[src/hw/rtl/first_fit_node_resource_picker_top_defines.svh]
// Assertion macros for the first-fit node resource picker.
// Included by the top level; depends on nothing else.
`ifndef FIRST_FIT_NODE_RESOURCE_PICKER_TOP_DEFINES_SVH
`define FIRST_FIT_NODE_RESOURCE_PICKER_TOP_DEFINES_SVH

// Same-cycle implication, disabled while reset is asserted
`define FNRP_ASSERT_NOW(label, clk, rst_n, ante, cons, msg) \
    label: assert property (@(posedge clk) disable iff (!rst_n) (ante) |-> (cons)) \
        else $error(msg);

// Next-cycle implication, disabled while reset is asserted
`define FNRP_ASSERT_NEXT(label, clk, rst_n, ante, cons, msg) \
    label: assert property (@(posedge clk) disable iff (!rst_n) (ante) |=> (cons)) \
        else $error(msg);

`endif

[src/hw/rtl/fnrp_pkg.sv]
// Shared widths, opcodes and types for the first-fit node resource picker.
// No dependencies.
package fnrp_pkg;

    localparam int CPU_W   = 16;
    localparam int MEM_W   = 32;
    localparam int DISK_W  = 32;
    localparam int ID_W    = 16;
    localparam int GMEM_W  = CPU_W + MEM_W;

    // Quotient bits the divider resolves; larger quotients set the overflow flag
    localparam int QUOT_W    = CPU_W;
    localparam int DIV_STEPS = QUOT_W;
    localparam int STEP_W    = $clog2(DIV_STEPS);

    localparam logic OP_LOAD = 1'b0;
    localparam logic OP_NODE = 1'b1;

    typedef struct packed {
        logic              done;
        logic              over;
        logic [QUOT_W-1:0] quot;
    } div_stat_t;

endpackage

[src/hw/rtl/fnrp_ifs.sv]
// Request and response channel interfaces (valid/ready) for the picker.
// No dependencies.
interface fnrp_req_if;
    logic        valid;
    logic        ready;
    logic        op;
    logic [15:0] need_cpus;
    logic [31:0] mem_per_core;
    logic [31:0] need_disk;
    logic [15:0] node_id;
    logic [15:0] node_free_cpus;
    logic [31:0] node_free_mem;
    logic [31:0] node_free_disk;

    modport source (output valid, op, need_cpus, mem_per_core, need_disk, node_id,
                    node_free_cpus, node_free_mem, node_free_disk, input ready);
    modport sink (input valid, op, need_cpus, mem_per_core, need_disk, node_id,
                  node_free_cpus, node_free_mem, node_free_disk, output ready);
endinterface

interface fnrp_rsp_if;
    logic        valid;
    logic        ready;
    logic        take;
    logic [15:0] grant_node;
    logic [15:0] cpus_granted;
    logic [47:0] mem_granted;
    logic [31:0] disk_granted;
    logic        satisfied;

    modport source (output valid, take, grant_node, cpus_granted, mem_granted,
                    disk_granted, satisfied, input ready);
    modport sink (input valid, take, grant_node, cpus_granted, mem_granted,
                  disk_granted, satisfied, output ready);
endinterface

[src/hw/rtl/fnrp_div.sv]
// Bit-serial restoring divider: free memory / memory per core, quotient
// of QUOT_W bits, with larger quotients flagged as overflow. Depends on fnrp_pkg.
module fnrp_div (
    input  logic                          clk,
    input  logic                          rst_n,
    input  logic                          start,
    input  logic [fnrp_pkg::MEM_W-1:0]    dividend,
    input  logic [fnrp_pkg::MEM_W-1:0]    divisor,
    output fnrp_pkg::div_stat_t           stat
);
    import fnrp_pkg::*;

    typedef enum logic [1:0] {D_IDLE, D_CHECK, D_STEP} dstate_t;

    dstate_t             state_reg, state_next;
    logic [MEM_W-1:0]    rem_reg, rem_next;
    logic [MEM_W-1:0]    dvs_reg, dvs_next;
    logic [QUOT_W-1:0]   lo_reg, lo_next;
    logic [STEP_W-1:0]   cnt_reg, cnt_next;
    logic                done_reg, done_next;
    logic                over_reg, over_next;

    logic [MEM_W:0]      sub_a;
    logic [MEM_W+1:0]    diff;
    logic                ge;

    // Shared subtractor: overflow check first, then one quotient bit a cycle
    always_comb
    begin
        if (state_reg == D_CHECK)
            sub_a = {1'b0, rem_reg};
        else
            sub_a = {rem_reg, lo_reg[QUOT_W-1]};
        diff = {1'b0, sub_a} - {2'b00, dvs_reg};
        ge   = ~diff[MEM_W+1];
    end

    // Sequence the divide
    always_comb
    begin
        state_next = state_reg;
        rem_next   = rem_reg;
        dvs_next   = dvs_reg;
        lo_next    = lo_reg;
        cnt_next   = cnt_reg;
        done_next  = 1'b0;
        over_next  = over_reg;
        case (state_reg)
            D_IDLE:
            begin
                if (start)
                begin
                    rem_next   = {{QUOT_W{1'b0}}, dividend[MEM_W-1:QUOT_W]};
                    lo_next    = dividend[QUOT_W-1:0];
                    dvs_next   = divisor;
                    state_next = D_CHECK;
                end
            end
            D_CHECK:
            begin
                // High half not below divisor: quotient needs more than QUOT_W bits
                if (ge)
                begin
                    over_next  = 1'b1;
                    done_next  = 1'b1;
                    state_next = D_IDLE;
                end
                else
                begin
                    over_next  = 1'b0;
                    cnt_next   = STEP_W'(DIV_STEPS - 1);
                    state_next = D_STEP;
                end
            end
            D_STEP:
            begin
                rem_next = ge ? diff[MEM_W-1:0] : sub_a[MEM_W-1:0];
                lo_next  = {lo_reg[QUOT_W-2:0], ge};
                if (cnt_reg == '0)
                begin
                    done_next  = 1'b1;
                    state_next = D_IDLE;
                end
                else
                    cnt_next = cnt_reg - 1'b1;
            end
            default:
                state_next = D_IDLE;
        endcase
    end

    always_ff @(posedge clk or negedge rst_n)
    begin
        if (!rst_n)
        begin
            state_reg <= D_IDLE;
            rem_reg   <= '0;
            dvs_reg   <= '0;
            lo_reg    <= '0;
            cnt_reg   <= '0;
            done_reg  <= 1'b0;
            over_reg  <= 1'b0;
        end
        else
        begin
            state_reg <= state_next;
            rem_reg   <= rem_next;
            dvs_reg   <= dvs_next;
            lo_reg    <= lo_next;
            cnt_reg   <= cnt_next;
            done_reg  <= done_next;
            over_reg  <= over_next;
        end
    end

    assign stat.done = done_reg;
    assign stat.over = over_reg;
    assign stat.quot = lo_reg;

endmodule

[src/hw/rtl/first_fit_node_resource_picker_top.sv]
// Top level of the first-fit node resource picker: sequencer, job state,
// product stage and output register. Depends on fnrp_pkg, fnrp_ifs, fnrp_div.
//
//  channel  dir  handshake     carries
//  req      in   valid/ready   job load (op 0) or node offer (op 1)
//  rsp      out  valid/ready   one grant per node offer
//
// A load request gives no response. A node offer with memory per core set
// runs the divider (overflow check, then 16 quotient steps unless the quotient
// overflows 16 bits), then product and output; with no memory per core it goes
// to product and output, and once the job is satisfied straight to output.
// req.ready is high only while the sequencer idles;
// a held response stalls the sequencer at its last step. Reset clears the job.
`include "first_fit_node_resource_picker_top_defines.svh"

module first_fit_node_resource_picker_top (
    input logic clk,
    input logic rst_n,
    fnrp_req_if.sink   req,
    fnrp_rsp_if.source rsp
);
    import fnrp_pkg::*;

    typedef enum logic [1:0] {S_IDLE, S_DIV, S_MUL, S_OUT} state_t;

    state_t              state_reg, state_next;
    logic [CPU_W-1:0]    req_cpus_reg, req_cpus_next;
    logic [MEM_W-1:0]    req_mpc_reg, req_mpc_next;
    logic [DISK_W-1:0]   req_disk_reg, req_disk_next;
    logic [CPU_W-1:0]    cpus_sum_reg, cpus_sum_next;
    logic [DISK_W-1:0]   disk_sum_reg, disk_sum_next;
    logic                job_done_reg, job_done_next;
    logic [ID_W-1:0]     id_reg, id_next;
    logic [CPU_W-1:0]    bound_reg, bound_next;
    logic [CPU_W-1:0]    cpus_reg, cpus_next;
    logic [DISK_W-1:0]   disk_reg, disk_next;
    logic [GMEM_W-1:0]   mem_reg, mem_next;
    logic                out_valid_reg, out_valid_next;
    logic                o_take_reg, o_take_next;
    logic [ID_W-1:0]     o_node_reg, o_node_next;
    logic [CPU_W-1:0]    o_cpus_reg, o_cpus_next;
    logic [GMEM_W-1:0]   o_mem_reg, o_mem_next;
    logic [DISK_W-1:0]   o_disk_reg, o_disk_next;
    logic                o_sat_reg, o_sat_next;

    logic                accept;
    logic                div_start;
    div_stat_t           div_stat;
    logic [CPU_W-1:0]    cpu_left;
    logic [DISK_W-1:0]   disk_left;
    logic [CPU_W-1:0]    cpu_bound;
    logic [DISK_W-1:0]   disk_take;
    logic [CPU_W-1:0]    cpus_total;
    logic [DISK_W-1:0]   disk_total;
    logic                take;

    assign req.ready = (state_reg == S_IDLE);
    assign accept    = req.valid & req.ready;
    assign div_start = accept & (req.op == OP_NODE) & ~job_done_reg & (req_mpc_reg != '0);

    fnrp_div u_div (
        .clk      (clk),
        .rst_n    (rst_n),
        .start    (div_start),
        .dividend (req.node_free_mem),
        .divisor  (req_mpc_reg),
        .stat     (div_stat)
    );

    // Remaining need and the per-node bounds that do not involve memory
    always_comb
    begin
        cpu_left  = (cpus_sum_reg < req_cpus_reg) ? (req_cpus_reg - cpus_sum_reg) : '0;
        disk_left = (disk_sum_reg < req_disk_reg) ? (req_disk_reg - disk_sum_reg) : '0;
        cpu_bound = (req.node_free_cpus < cpu_left) ? req.node_free_cpus : cpu_left;
        disk_take = (req.node_free_disk < disk_left) ? req.node_free_disk : disk_left;
        cpus_total = cpus_sum_reg + cpus_reg;
        disk_total = disk_sum_reg + disk_reg;
        take       = (cpus_reg != '0) || (disk_reg != '0);
    end

    // Sequencer
    always_comb
    begin
        state_next     = state_reg;
        req_cpus_next  = req_cpus_reg;
        req_mpc_next   = req_mpc_reg;
        req_disk_next  = req_disk_reg;
        cpus_sum_next  = cpus_sum_reg;
        disk_sum_next  = disk_sum_reg;
        job_done_next  = job_done_reg;
        id_next        = id_reg;
        bound_next     = bound_reg;
        cpus_next      = cpus_reg;
        disk_next      = disk_reg;
        mem_next       = mem_reg;
        o_take_next    = o_take_reg;
        o_node_next    = o_node_reg;
        o_cpus_next    = o_cpus_reg;
        o_mem_next     = o_mem_reg;
        o_disk_next    = o_disk_reg;
        o_sat_next     = o_sat_reg;
        // Drop the response once taken
        out_valid_next = out_valid_reg & ~rsp.ready;

        case (state_reg)
            S_IDLE:
            begin
                if (accept)
                begin
                    if (req.op == OP_LOAD)
                    begin
                        // Record the job and clear the running totals
                        req_cpus_next = req.need_cpus;
                        req_mpc_next  = req.mem_per_core;
                        req_disk_next = req.need_disk;
                        cpus_sum_next = '0;
                        disk_sum_next = '0;
                        job_done_next = (req.need_cpus == '0) && (req.need_disk == '0);
                    end
                    else if (job_done_reg)
                    begin
                        cpus_next  = '0;
                        disk_next  = '0;
                        mem_next   = '0;
                        id_next    = req.node_id;
                        state_next = S_OUT;
                    end
                    else
                    begin
                        id_next    = req.node_id;
                        bound_next = cpu_bound;
                        cpus_next  = cpu_bound;
                        disk_next  = disk_take;
                        state_next = (req_mpc_reg == '0) ? S_MUL : S_DIV;
                    end
                end
            end
            S_DIV:
            begin
                // Memory limit applies only when the quotient fits
                if (div_stat.done)
                begin
                    if (!div_stat.over && (div_stat.quot < bound_reg))
                        cpus_next = div_stat.quot;
                    else
                        cpus_next = bound_reg;
                    state_next = S_MUL;
                end
            end
            S_MUL:
            begin
                // Charge memory and advance the totals
                mem_next      = GMEM_W'(cpus_reg) * GMEM_W'(req_mpc_reg);
                cpus_sum_next = cpus_total;
                disk_sum_next = disk_total;
                job_done_next = (cpus_total >= req_cpus_reg) && (disk_total >= req_disk_reg);
                state_next    = S_OUT;
            end
            S_OUT:
            begin
                // Hold until the output register is free
                if (!out_valid_reg || rsp.ready)
                begin
                    out_valid_next = 1'b1;
                    o_take_next    = take;
                    o_node_next    = take ? id_reg : '0;
                    o_cpus_next    = cpus_reg;
                    o_mem_next     = mem_reg;
                    o_disk_next    = disk_reg;
                    o_sat_next     = job_done_reg;
                    state_next     = S_IDLE;
                end
            end
            default:
                state_next = S_IDLE;
        endcase
    end

    always_ff @(posedge clk or negedge rst_n)
    begin
        if (!rst_n)
        begin
            state_reg     <= S_IDLE;
            req_cpus_reg  <= '0;
            req_mpc_reg   <= '0;
            req_disk_reg  <= '0;
            cpus_sum_reg  <= '0;
            disk_sum_reg  <= '0;
            job_done_reg  <= 1'b0;
            id_reg        <= '0;
            bound_reg     <= '0;
            cpus_reg      <= '0;
            disk_reg      <= '0;
            mem_reg       <= '0;
            out_valid_reg <= 1'b0;
            o_take_reg    <= 1'b0;
            o_node_reg    <= '0;
            o_cpus_reg    <= '0;
            o_mem_reg     <= '0;
            o_disk_reg    <= '0;
            o_sat_reg     <= 1'b0;
        end
        else
        begin
            state_reg     <= state_next;
            req_cpus_reg  <= req_cpus_next;
            req_mpc_reg   <= req_mpc_next;
            req_disk_reg  <= req_disk_next;
            cpus_sum_reg  <= cpus_sum_next;
            disk_sum_reg  <= disk_sum_next;
            job_done_reg  <= job_done_next;
            id_reg        <= id_next;
            bound_reg     <= bound_next;
            cpus_reg      <= cpus_next;
            disk_reg      <= disk_next;
            mem_reg       <= mem_next;
            out_valid_reg <= out_valid_next;
            o_take_reg    <= o_take_next;
            o_node_reg    <= o_node_next;
            o_cpus_reg    <= o_cpus_next;
            o_mem_reg     <= o_mem_next;
            o_disk_reg    <= o_disk_next;
            o_sat_reg     <= o_sat_next;
        end
    end

    assign rsp.valid        = out_valid_reg;
    assign rsp.take         = o_take_reg;
    assign rsp.grant_node   = o_node_reg;
    assign rsp.cpus_granted = o_cpus_reg;
    assign rsp.mem_granted  = o_mem_reg;
    assign rsp.disk_granted = o_disk_reg;
    assign rsp.satisfied    = o_sat_reg;

    // Totals never pass the request
    `FNRP_ASSERT_NOW(a_totals_bounded, clk, rst_n, 1'b1, (cpus_sum_reg <= req_cpus_reg) && (disk_sum_reg <= req_disk_reg), "running totals exceed the request")
    // Done flag is only set once the totals cover the request
    `FNRP_ASSERT_NOW(a_done_consistent, clk, rst_n, job_done_reg, (cpus_sum_reg >= req_cpus_reg) && (disk_sum_reg >= req_disk_reg), "job done flag out of step with totals")
    // Divider finishes only while the sequencer waits on it
    `FNRP_ASSERT_NOW(a_div_owner, clk, rst_n, div_stat.done, state_reg == S_DIV, "divider result with no divide pending")
    // Take flag matches the granted amounts
    `FNRP_ASSERT_NOW(a_take_match, clk, rst_n, rsp.valid, rsp.take == ((rsp.cpus_granted != '0) || (rsp.disk_granted != '0)), "take flag does not match grants")

endmodule
[src/flat_wrapper.sv]
// flat-port wrapper written by rule: the top's interface ports become plain ports
module first_fit_node_resource_picker_top_flat import fnrp_pkg::*;
  (clk, rst_n, req_valid, req_op, req_need_cpus, req_mem_per_core, req_need_disk, req_node_id, req_node_free_cpus, req_node_free_mem, req_node_free_disk, req_ready, rsp_valid, rsp_take, rsp_grant_node, rsp_cpus_granted, rsp_mem_granted, rsp_disk_granted, rsp_satisfied, rsp_ready);
  fnrp_req_if req_i ();
  fnrp_rsp_if rsp_i ();
  input logic clk;
  input logic rst_n;
  input wire logic [$bits(req_i.valid)-1:0] req_valid;
  input wire logic [$bits(req_i.op)-1:0] req_op;
  input wire logic [$bits(req_i.need_cpus)-1:0] req_need_cpus;
  input wire logic [$bits(req_i.mem_per_core)-1:0] req_mem_per_core;
  input wire logic [$bits(req_i.need_disk)-1:0] req_need_disk;
  input wire logic [$bits(req_i.node_id)-1:0] req_node_id;
  input wire logic [$bits(req_i.node_free_cpus)-1:0] req_node_free_cpus;
  input wire logic [$bits(req_i.node_free_mem)-1:0] req_node_free_mem;
  input wire logic [$bits(req_i.node_free_disk)-1:0] req_node_free_disk;
  output wire logic [$bits(req_i.ready)-1:0] req_ready;
  output wire logic [$bits(rsp_i.valid)-1:0] rsp_valid;
  output wire logic [$bits(rsp_i.take)-1:0] rsp_take;
  output wire logic [$bits(rsp_i.grant_node)-1:0] rsp_grant_node;
  output wire logic [$bits(rsp_i.cpus_granted)-1:0] rsp_cpus_granted;
  output wire logic [$bits(rsp_i.mem_granted)-1:0] rsp_mem_granted;
  output wire logic [$bits(rsp_i.disk_granted)-1:0] rsp_disk_granted;
  output wire logic [$bits(rsp_i.satisfied)-1:0] rsp_satisfied;
  input wire logic [$bits(rsp_i.ready)-1:0] rsp_ready;
  assign req_i.valid = req_valid;
  assign req_i.op = req_op;
  assign req_i.need_cpus = req_need_cpus;
  assign req_i.mem_per_core = req_mem_per_core;
  assign req_i.need_disk = req_need_disk;
  assign req_i.node_id = req_node_id;
  assign req_i.node_free_cpus = req_node_free_cpus;
  assign req_i.node_free_mem = req_node_free_mem;
  assign req_i.node_free_disk = req_node_free_disk;
  assign req_ready = req_i.ready;
  assign rsp_valid = rsp_i.valid;
  assign rsp_take = rsp_i.take;
  assign rsp_grant_node = rsp_i.grant_node;
  assign rsp_cpus_granted = rsp_i.cpus_granted;
  assign rsp_mem_granted = rsp_i.mem_granted;
  assign rsp_disk_granted = rsp_i.disk_granted;
  assign rsp_satisfied = rsp_i.satisfied;
  assign rsp_i.ready = rsp_ready;
  first_fit_node_resource_picker_top u_core (.clk(clk), .rst_n(rst_n), .req(req_i), .rsp(rsp_i));
endmodule
[config.mk]
export PLATFORM = sky130hd
export DESIGN_NAME = first_fit_node_resource_picker_top_flat
export DESIGN_NICKNAME = d
export VERILOG_FILES = /design/src/hw/rtl/fnrp_pkg.sv /design/src/hw/rtl/fnrp_ifs.sv /design/src/hw/rtl/fnrp_div.sv /design/src/hw/rtl/first_fit_node_resource_picker_top.sv /design/src/flat_wrapper.sv
export VERILOG_INCLUDE_DIRS = /design/src /design/src/hw/rtl
export SDC_FILE = /design/constraint.sdc
export NUM_CORES = 2
export LEC_CHECK = 0
export BUFFER_PORTS_ARGS = -buffer_cell sky130_fd_sc_hd__clkbuf_2
export CAP_MARGIN = 20
export CORE_MARGIN = 2
export CORE_UTILIZATION = 40
export DETAILED_ROUTE_END_ITERATION = 7
export GPL_TIMING_DRIVEN = 0
export MAX_ROUTING_LAYER = met4
export PLACE_DENSITY = 0.56
export SYNTH_ARGS = -nofsm -noshare
export SYNTH_HDL_FRONTEND = slang
export SYNTH_SLANG_ARGS = --single-unit
export TNS_END_PERCENT = 1
[constraint.sdc]
create_clock -name clk -period 19.5 [get_ports clk]
set_input_delay 2.925 -clock clk [delete_from_list [all_inputs] [get_ports clk]]
set_output_delay 2.925 -clock clk [all_outputs]
set_load 0.02 [all_outputs]
## Yosys cells after proc, flatten, opt, wreduce, memory -nomap -nowiden

Index checks and enable logic that the tools add are counted.

- $add $sub $neg: 6
- $mul: 1
- Div/mod/pow operators: 0
- Magnitude comparators: 7
- Equal/unequal tests: 15
- Shift-type cells: 0
- Muxes and demuxes: 50
- Bitwise operators: 9
- Reductions and logical operators: 32

Operators by type and width:

| cell | number |
|---|---|
| 2-to-1 mux 32 bit | 7 |
| 2-to-1 mux 16 bit | 11 |
| 2-to-1 mux 48 bit | 3 |
| case mux 32 bit (2 select lines) | 2 |
| case mux 16 bit (2 select lines) | 3 |
| case mux 48 bit (2 select lines) | 1 |
| logical NOT 32 bit | 2 |
| < comparator 32 bit | 2 |
| nonzero test 32 bit | 2 |
| < comparator 16 bit | 3 |
| multiplier 16 x 32 -> 48 bit | 1 |
| subtractor 33 x 32 -> 34 bit | 1 |
| 2-to-1 mux 33 bit | 1 |
| adder 32 bit | 1 |
| greater-or-equal comparator 32 bit | 1 |
| subtractor 32 bit | 1 |
| 2-to-1 mux 2 bit | 9 |
| adder 16 bit | 1 |
| greater-or-equal comparator 16 bit | 1 |
| logical NOT 16 bit | 1 |
| != test 2 bit (second input constant) | 8 |
| AND reduction 4 bit | 4 |
| nonzero test 16 bit | 1 |
| subtractor 16 bit | 1 |
| 20 further kinds | 52 |

- Bits in registers: 462
- Latch bits: 0
- RAM bits: 0
- ROM bits: 0
- Input bits: 181
- Output and inout port bits: 116
- Word-level logic and storage cells: 146
- Memories kept: 0

## Logic depth before layout (Yosys ltp)

- Word-level depth: 8
- Mapped depth: 27
- Mapped depth without buffers: 26

## Cells and area by module

Synthesis repeated with hierarchy kept, for this count alone.

- Cells, all modules: 4817
- Area total of the unflattened synthesis: 44466.4 µm²

Modules (own cells, without submodules):

| module | instances | cells an instance | area each (µm²) | sequential area each (µm²) |
|---|---|---|---|---|
| first_fit_node_resource_picker_top | 1 | 4130 | 38181.6 | 9359.0 |
| fnrp_div | 1 | 687 | 6284.8 | 2202.1 |

## Least setup slack after synthesis

No wires, ideal clock.

- Path kind: reg-to-reg
- From: register u_core.cpus_reg[7]
- To: register u_core.mem_reg[46]
- Setup time: 0.133 ns
- Arrival time: 6.602 ns
- Required time: 19.367 ns
- Setup slack: 12.765 ns
- Stages on the path, launching flop included: 26
- Path buffers: 2
- Clock period less this slack: 6.735 ns
- Cells stage by stage: dfrtp_1 -> clkbuf_1 -> clkbuf_1 -> nand2_1 -> fa_1 -> inv_1 -> fa_1 -> inv_1 -> fa_1 -> inv_1 -> fa_1 -> fa_1 -> inv_1 -> fa_1 -> inv_1 -> ha_1 -> and3_1 -> a221oi_1 -> o21ai_0 -> a221oi_2 -> a31oi_1 -> a221oi_2 -> o31ai_1 -> a221oi_1 -> xor2_1 -> o21ai_0

- Cells in the longest elaborated chain, start to end: 2

Ends and longest elaborated chain:

| what | line | source |
|---|---|---|
| start, declared | first_fit_node_resource_picker_top.sv:35 | `logic [CPU_W-1:0] cpus_reg, cpus_next;` |
| start signal, assigned | first_fit_node_resource_picker_top.sv:215 | `cpus_reg <= cpus_next;` |
| multiplier 16 x 32 -> 48 bit | first_fit_node_resource_picker_top.sv:154 | `mem_next = GMEM_W'(cpus_reg) * GMEM_W'(req_mpc_reg);` |
| case mux 48 bit (2 select lines) | first_fit_node_resource_picker_top.sv:106 | `case (state_reg)` |
| end signal, assigned | first_fit_node_resource_picker_top.sv:217 | `mem_reg <= mem_next;` |
| end, declared | first_fit_node_resource_picker_top.sv:37 | `logic [GMEM_W-1:0] mem_reg, mem_next;` |

No other way between the ends.
A chain may end at the register's enable or synchronous reset.

## Final worst setup path

- From: register u_core.cpus_reg[14]
- To: register u_core.mem_reg[47]

Same word-level chain as after synthesis.

==> flow_metrics.tcl <==
set metrics [dict create \
    dominant_register_cell_in_the_synthesized_netlist "sky130_fd_sc_hd__dfrtp_1" \
    dp.final_hpwl_mm 113 \
    syn2layout_area_growth_pct 12.7 \
    status "complete, no violations" \
    cts-resized-gates 0 \
    cp_slowest_cell "sky130_fd_sc_hd__a2111oi_0" \
    startpoint_type "flip-flop" \
    fp.dieArea_mm2 0.113 \
    drt_first_pass_iters 5 \
    maxCapViolations 0 \
    first_iter_violations 2453 \
    number_of_global_route_vias_before_repair 34800 \
    complex_gate_fraction_of_the_synthesized_area_pct 12.5 \
    clock-root-buffer "sky130_fd_sc_hd__clkbuf_16" \
    core.rowCount 121 \
    timing.critical_path.to_type "flip-flop" \
    critical_path_start_end_classification "flip-flop to flip-flop" \
    worstHoldPathType "flip-flop to flip-flop" \
    clock_tree_from_tritoncts "done" \
    layout_worst_path_cycle_share_pct 48.2 \
    postCtsSetupRepairBufs 0 \
    synthMuxAreaShare_pct 7.77 \
    crit_chain "clkbuf_1 > clkbuf_1 > nand2_1 > fa_1 > fa_1 > inv_1 > fa_1 > fa_1 > fa_1 > inv_1 > fa_1 > inv_1 > ha_1 > and3_1 > nand4_1 > a211oi_1 > o2111ai_1 > a2111oi_0 > o31ai_1 > a21oi_1 > nor3b_1 > o31ai_1 > xnor2_1 > o21ai_0" \
    clock_tree.htree_level_count 2 \
    wl_mm 140 \
    maxClockFrequency_ghz 0.106 \
    drtAntennaViolNets 0 \
    synth_top_family_by_area "adder cells" \
    num_io_pins 297 \
    netlist.area_leader.share_pct 26.3 \
    synth_top_cells_by_area "sky130_fd_sc_hd__dfrtp_1 (26%), sky130_fd_sc_hd__fa_1 (19%), sky130_fd_sc_hd__ha_1 (10%)" \
    critPathMostFrequentCell "sky130_fd_sc_hd__fa_1" \
    grt_pass1_wl_mm 215 \
    critical_path.n_buffers_inverters 5 \
    clk_transition_reported_paths_ns 0.06 \
    maxSlewViolCount 0 \
    buffer_ports.inserted 296 \
    gp_routability_congestion 0.948 \
    num-nets-final 6009 \
    die_width_um 336 \
    synthDominantAreaCellType "sky130_fd_sc_hd__dfrtp_1" \
    ys_top_cells_by_count "sky130_fd_sc_hd__inv_1 (659), sky130_fd_sc_hd__nand2_1 (616), sky130_fd_sc_hd__dfrtp_1 (462)" \
    relSlewSlack_pct 18.9 \
    worst_skew_pair.late_latency_ns 0.69 \
    dieHeight_um 336 \
    synth.avg_cell_area_um2 9.41 \
    synth.distinct_cells 73 \
    register_area_share_after_synthesis_pct 26.3 \
    post_drt_wl_per_cell_um 21.6 \
    tritoncts.num_buffers 57 \
    hold_viol_final 0 \
    grt_max_degree 101 \
    critical_path_required_ns 20.01 \
    crit_arrival_ns 9.91 \
    post_synthesis_net_count 5641 \
    grt_setup_unrepaired "no" \
    drive_above_1_share_pct 13.8 \
    clockBufferDepth 3 \
    via_count 34900 \
    yosys.area_share.adder_pct 29.6 \
    synth_enable_flop_cells 0 \
    finalSetupViolations 0 \
    post_synth_xor_area_fraction_pct 2.85 \
    postSynthCellCount 4674 \
    postSynth.asyncResetShare_pct 100 \
    timing_worst_slew_pin_value_ns 1.19 \
    viasPerCell 5.35 \
    tritoncts_num_sinks 462 \
    core_mm2 0.109 \
    slowest_delay_ns 1.06 \
    layout_min_cycle_time_ns 9.40 \
    yosys_register_bits 462 \
    grt_overflow_total 0 \
    post_cts_hold_buffer_count 0 \
    ys_warn_count 0 \
    area_of_the_mapped_netlist_mm2 0.0440 \
    global_route.usage.total_pct 25.8 \
    critPathMaxFanout 10 \
    post-synth-top-count-cell "sky130_fd_sc_hd__inv_1" \
    finalClockSkew_ns 0.0573 \
    utilization_pct 45.5 \
    critPathTopFamily "adder cells" \
    drt_drc_violations_left 0 \
    setup_tns_ns 0 \
    antenna_violations_before_repair 11 \
    yosys.area_share.simple_pct 13.3 \
    effective_utilization_at_floorplan_pct 40.3 \
]
[path summary, 6_finish.rpt]
check / start / to / slack, ns / cells after the start
setup / recovery: u_core.cpus_reg[14]$_DFFE_PN0P_ / u_core.mem_reg[47]$_DFFE_PN0P_ / 10.10 / 24
hold / removal: u_core.mem_reg[4]$_DFFE_PN0P_ / u_core.mem_reg[4]$_DFFE_PN0P_ / 0.48 / 2
setup reg to reg: u_core.cpus_reg[14]$_DFFE_PN0P_ / u_core.mem_reg[47]$_DFFE_PN0P_ / 10.10 / 24
hold reg to reg: u_core.mem_reg[4]$_DFFE_PN0P_ / u_core.mem_reg[4]$_DFFE_PN0P_ / 0.48 / 2
max in group asynchronous: rst_n / u_core.bound_reg[5]$_DFFE_PN0P_ / 16.09 / 3
min in group asynchronous: rst_n / u_core.rsp.mem_granted[44]$_DFFE_PN0P_ / 2.16 / 1
[area by class of cell]
cell class	count	area, µm²
timing repair buffer	309	1720
multi-input combinational	3319	29100
tap	1414	1770
antenna	12	30.0
clock buffer	82	1660
fill	10800	59400
clock inverter	24	418
buffer	234	888
inverter	659	2470
sequential	462	11600
[placed cells by master (no fill, tap or decap), types with 15 or more instances in the layout]
cell,instances
sky130_fd_sc_hd__a21oi_1,172
sky130_fd_sc_hd__clkbuf_16,57
sky130_fd_sc_hd__xnor2_1,85
sky130_fd_sc_hd__and2_1,217
sky130_fd_sc_hd__fa_1,423
sky130_fd_sc_hd__o31ai_1,20
sky130_fd_sc_hd__mux2i_1,41
sky130_fd_sc_hd__clkbuf_2,296
sky130_fd_sc_hd__nand4_1,38
sky130_fd_sc_hd__nor3_1,39
sky130_fd_sc_hd__clkbuf_8,15
sky130_fd_sc_hd__a31oi_1,26
sky130_fd_sc_hd__a22o_1,75
sky130_fd_sc_hd__inv_1,659
sky130_fd_sc_hd__xor2_1,58
sky130_fd_sc_hd__nand2b_1,26
sky130_fd_sc_hd__nor2b_1,23
sky130_fd_sc_hd__nor4_1,39
sky130_fd_sc_hd__o21a_1,43
sky130_fd_sc_hd__o21bai_1,23
sky130_fd_sc_hd__ha_1,363
sky130_fd_sc_hd__nand2_1,616
sky130_fd_sc_hd__clkbuf_1,226
sky130_fd_sc_hd__dfrtp_1,462
sky130_fd_sc_hd__o21ai_0,239
sky130_fd_sc_hd__nand3_1,52
sky130_fd_sc_hd__nor2_1,122
sky130_fd_sc_hd__and3_1,32
sky130_fd_sc_hd__mux2_2,267
sky130_fd_sc_hd__a21o_1,106
[tightest hold or removal path: stages (launching register included)]
cell and delay (ns):
sky130_fd_sc_hd__dfrtp_1 0.34, sky130_fd_sc_hd__nand2_1 0.04, sky130_fd_sc_hd__o21ai_0 0.06
[per-stage QoR]
stage               area (µm²)  worst slack (ns)  instances  hold slack (ns)
CTS                      49500             10.20       6500            0.478
floorplan                44000             12.76       4674            0.445
finish                   49600             10.10       6515            0.475
detailed placement       47400             10.32       6394            0.465
global placement         47200              4.03       6384            0.460
global route             49600              9.87       6510            0.484
[metal layers]
| layer | GRT usage, % | wire length (µm) |
|---|---|---|
| met2 | 38.6 | 62200 |
| met4 | 6.58 | 3670 |
| met3 | 4.35 | 8990 |
| met1 | 36.3 | 65600 |
| met5 | - | 0 |
[kinds of logic (layout without fill, tap and decap cells)]
group / count (synthesis) / in the layout
mux: 308 / 308
fa+ha+maj: 786 / 786
buf+inv: 893 / 1308
simple gates: 1243 / 1243
xor+xnor: 143 / 143
flops: 462 / 462
other cells: 0 / 12
compound gates: 839 / 839
Power is left out: the tool's default activity adds up to more than one toggle a clock period on the data nets, which glitch-free logic cannot reach.
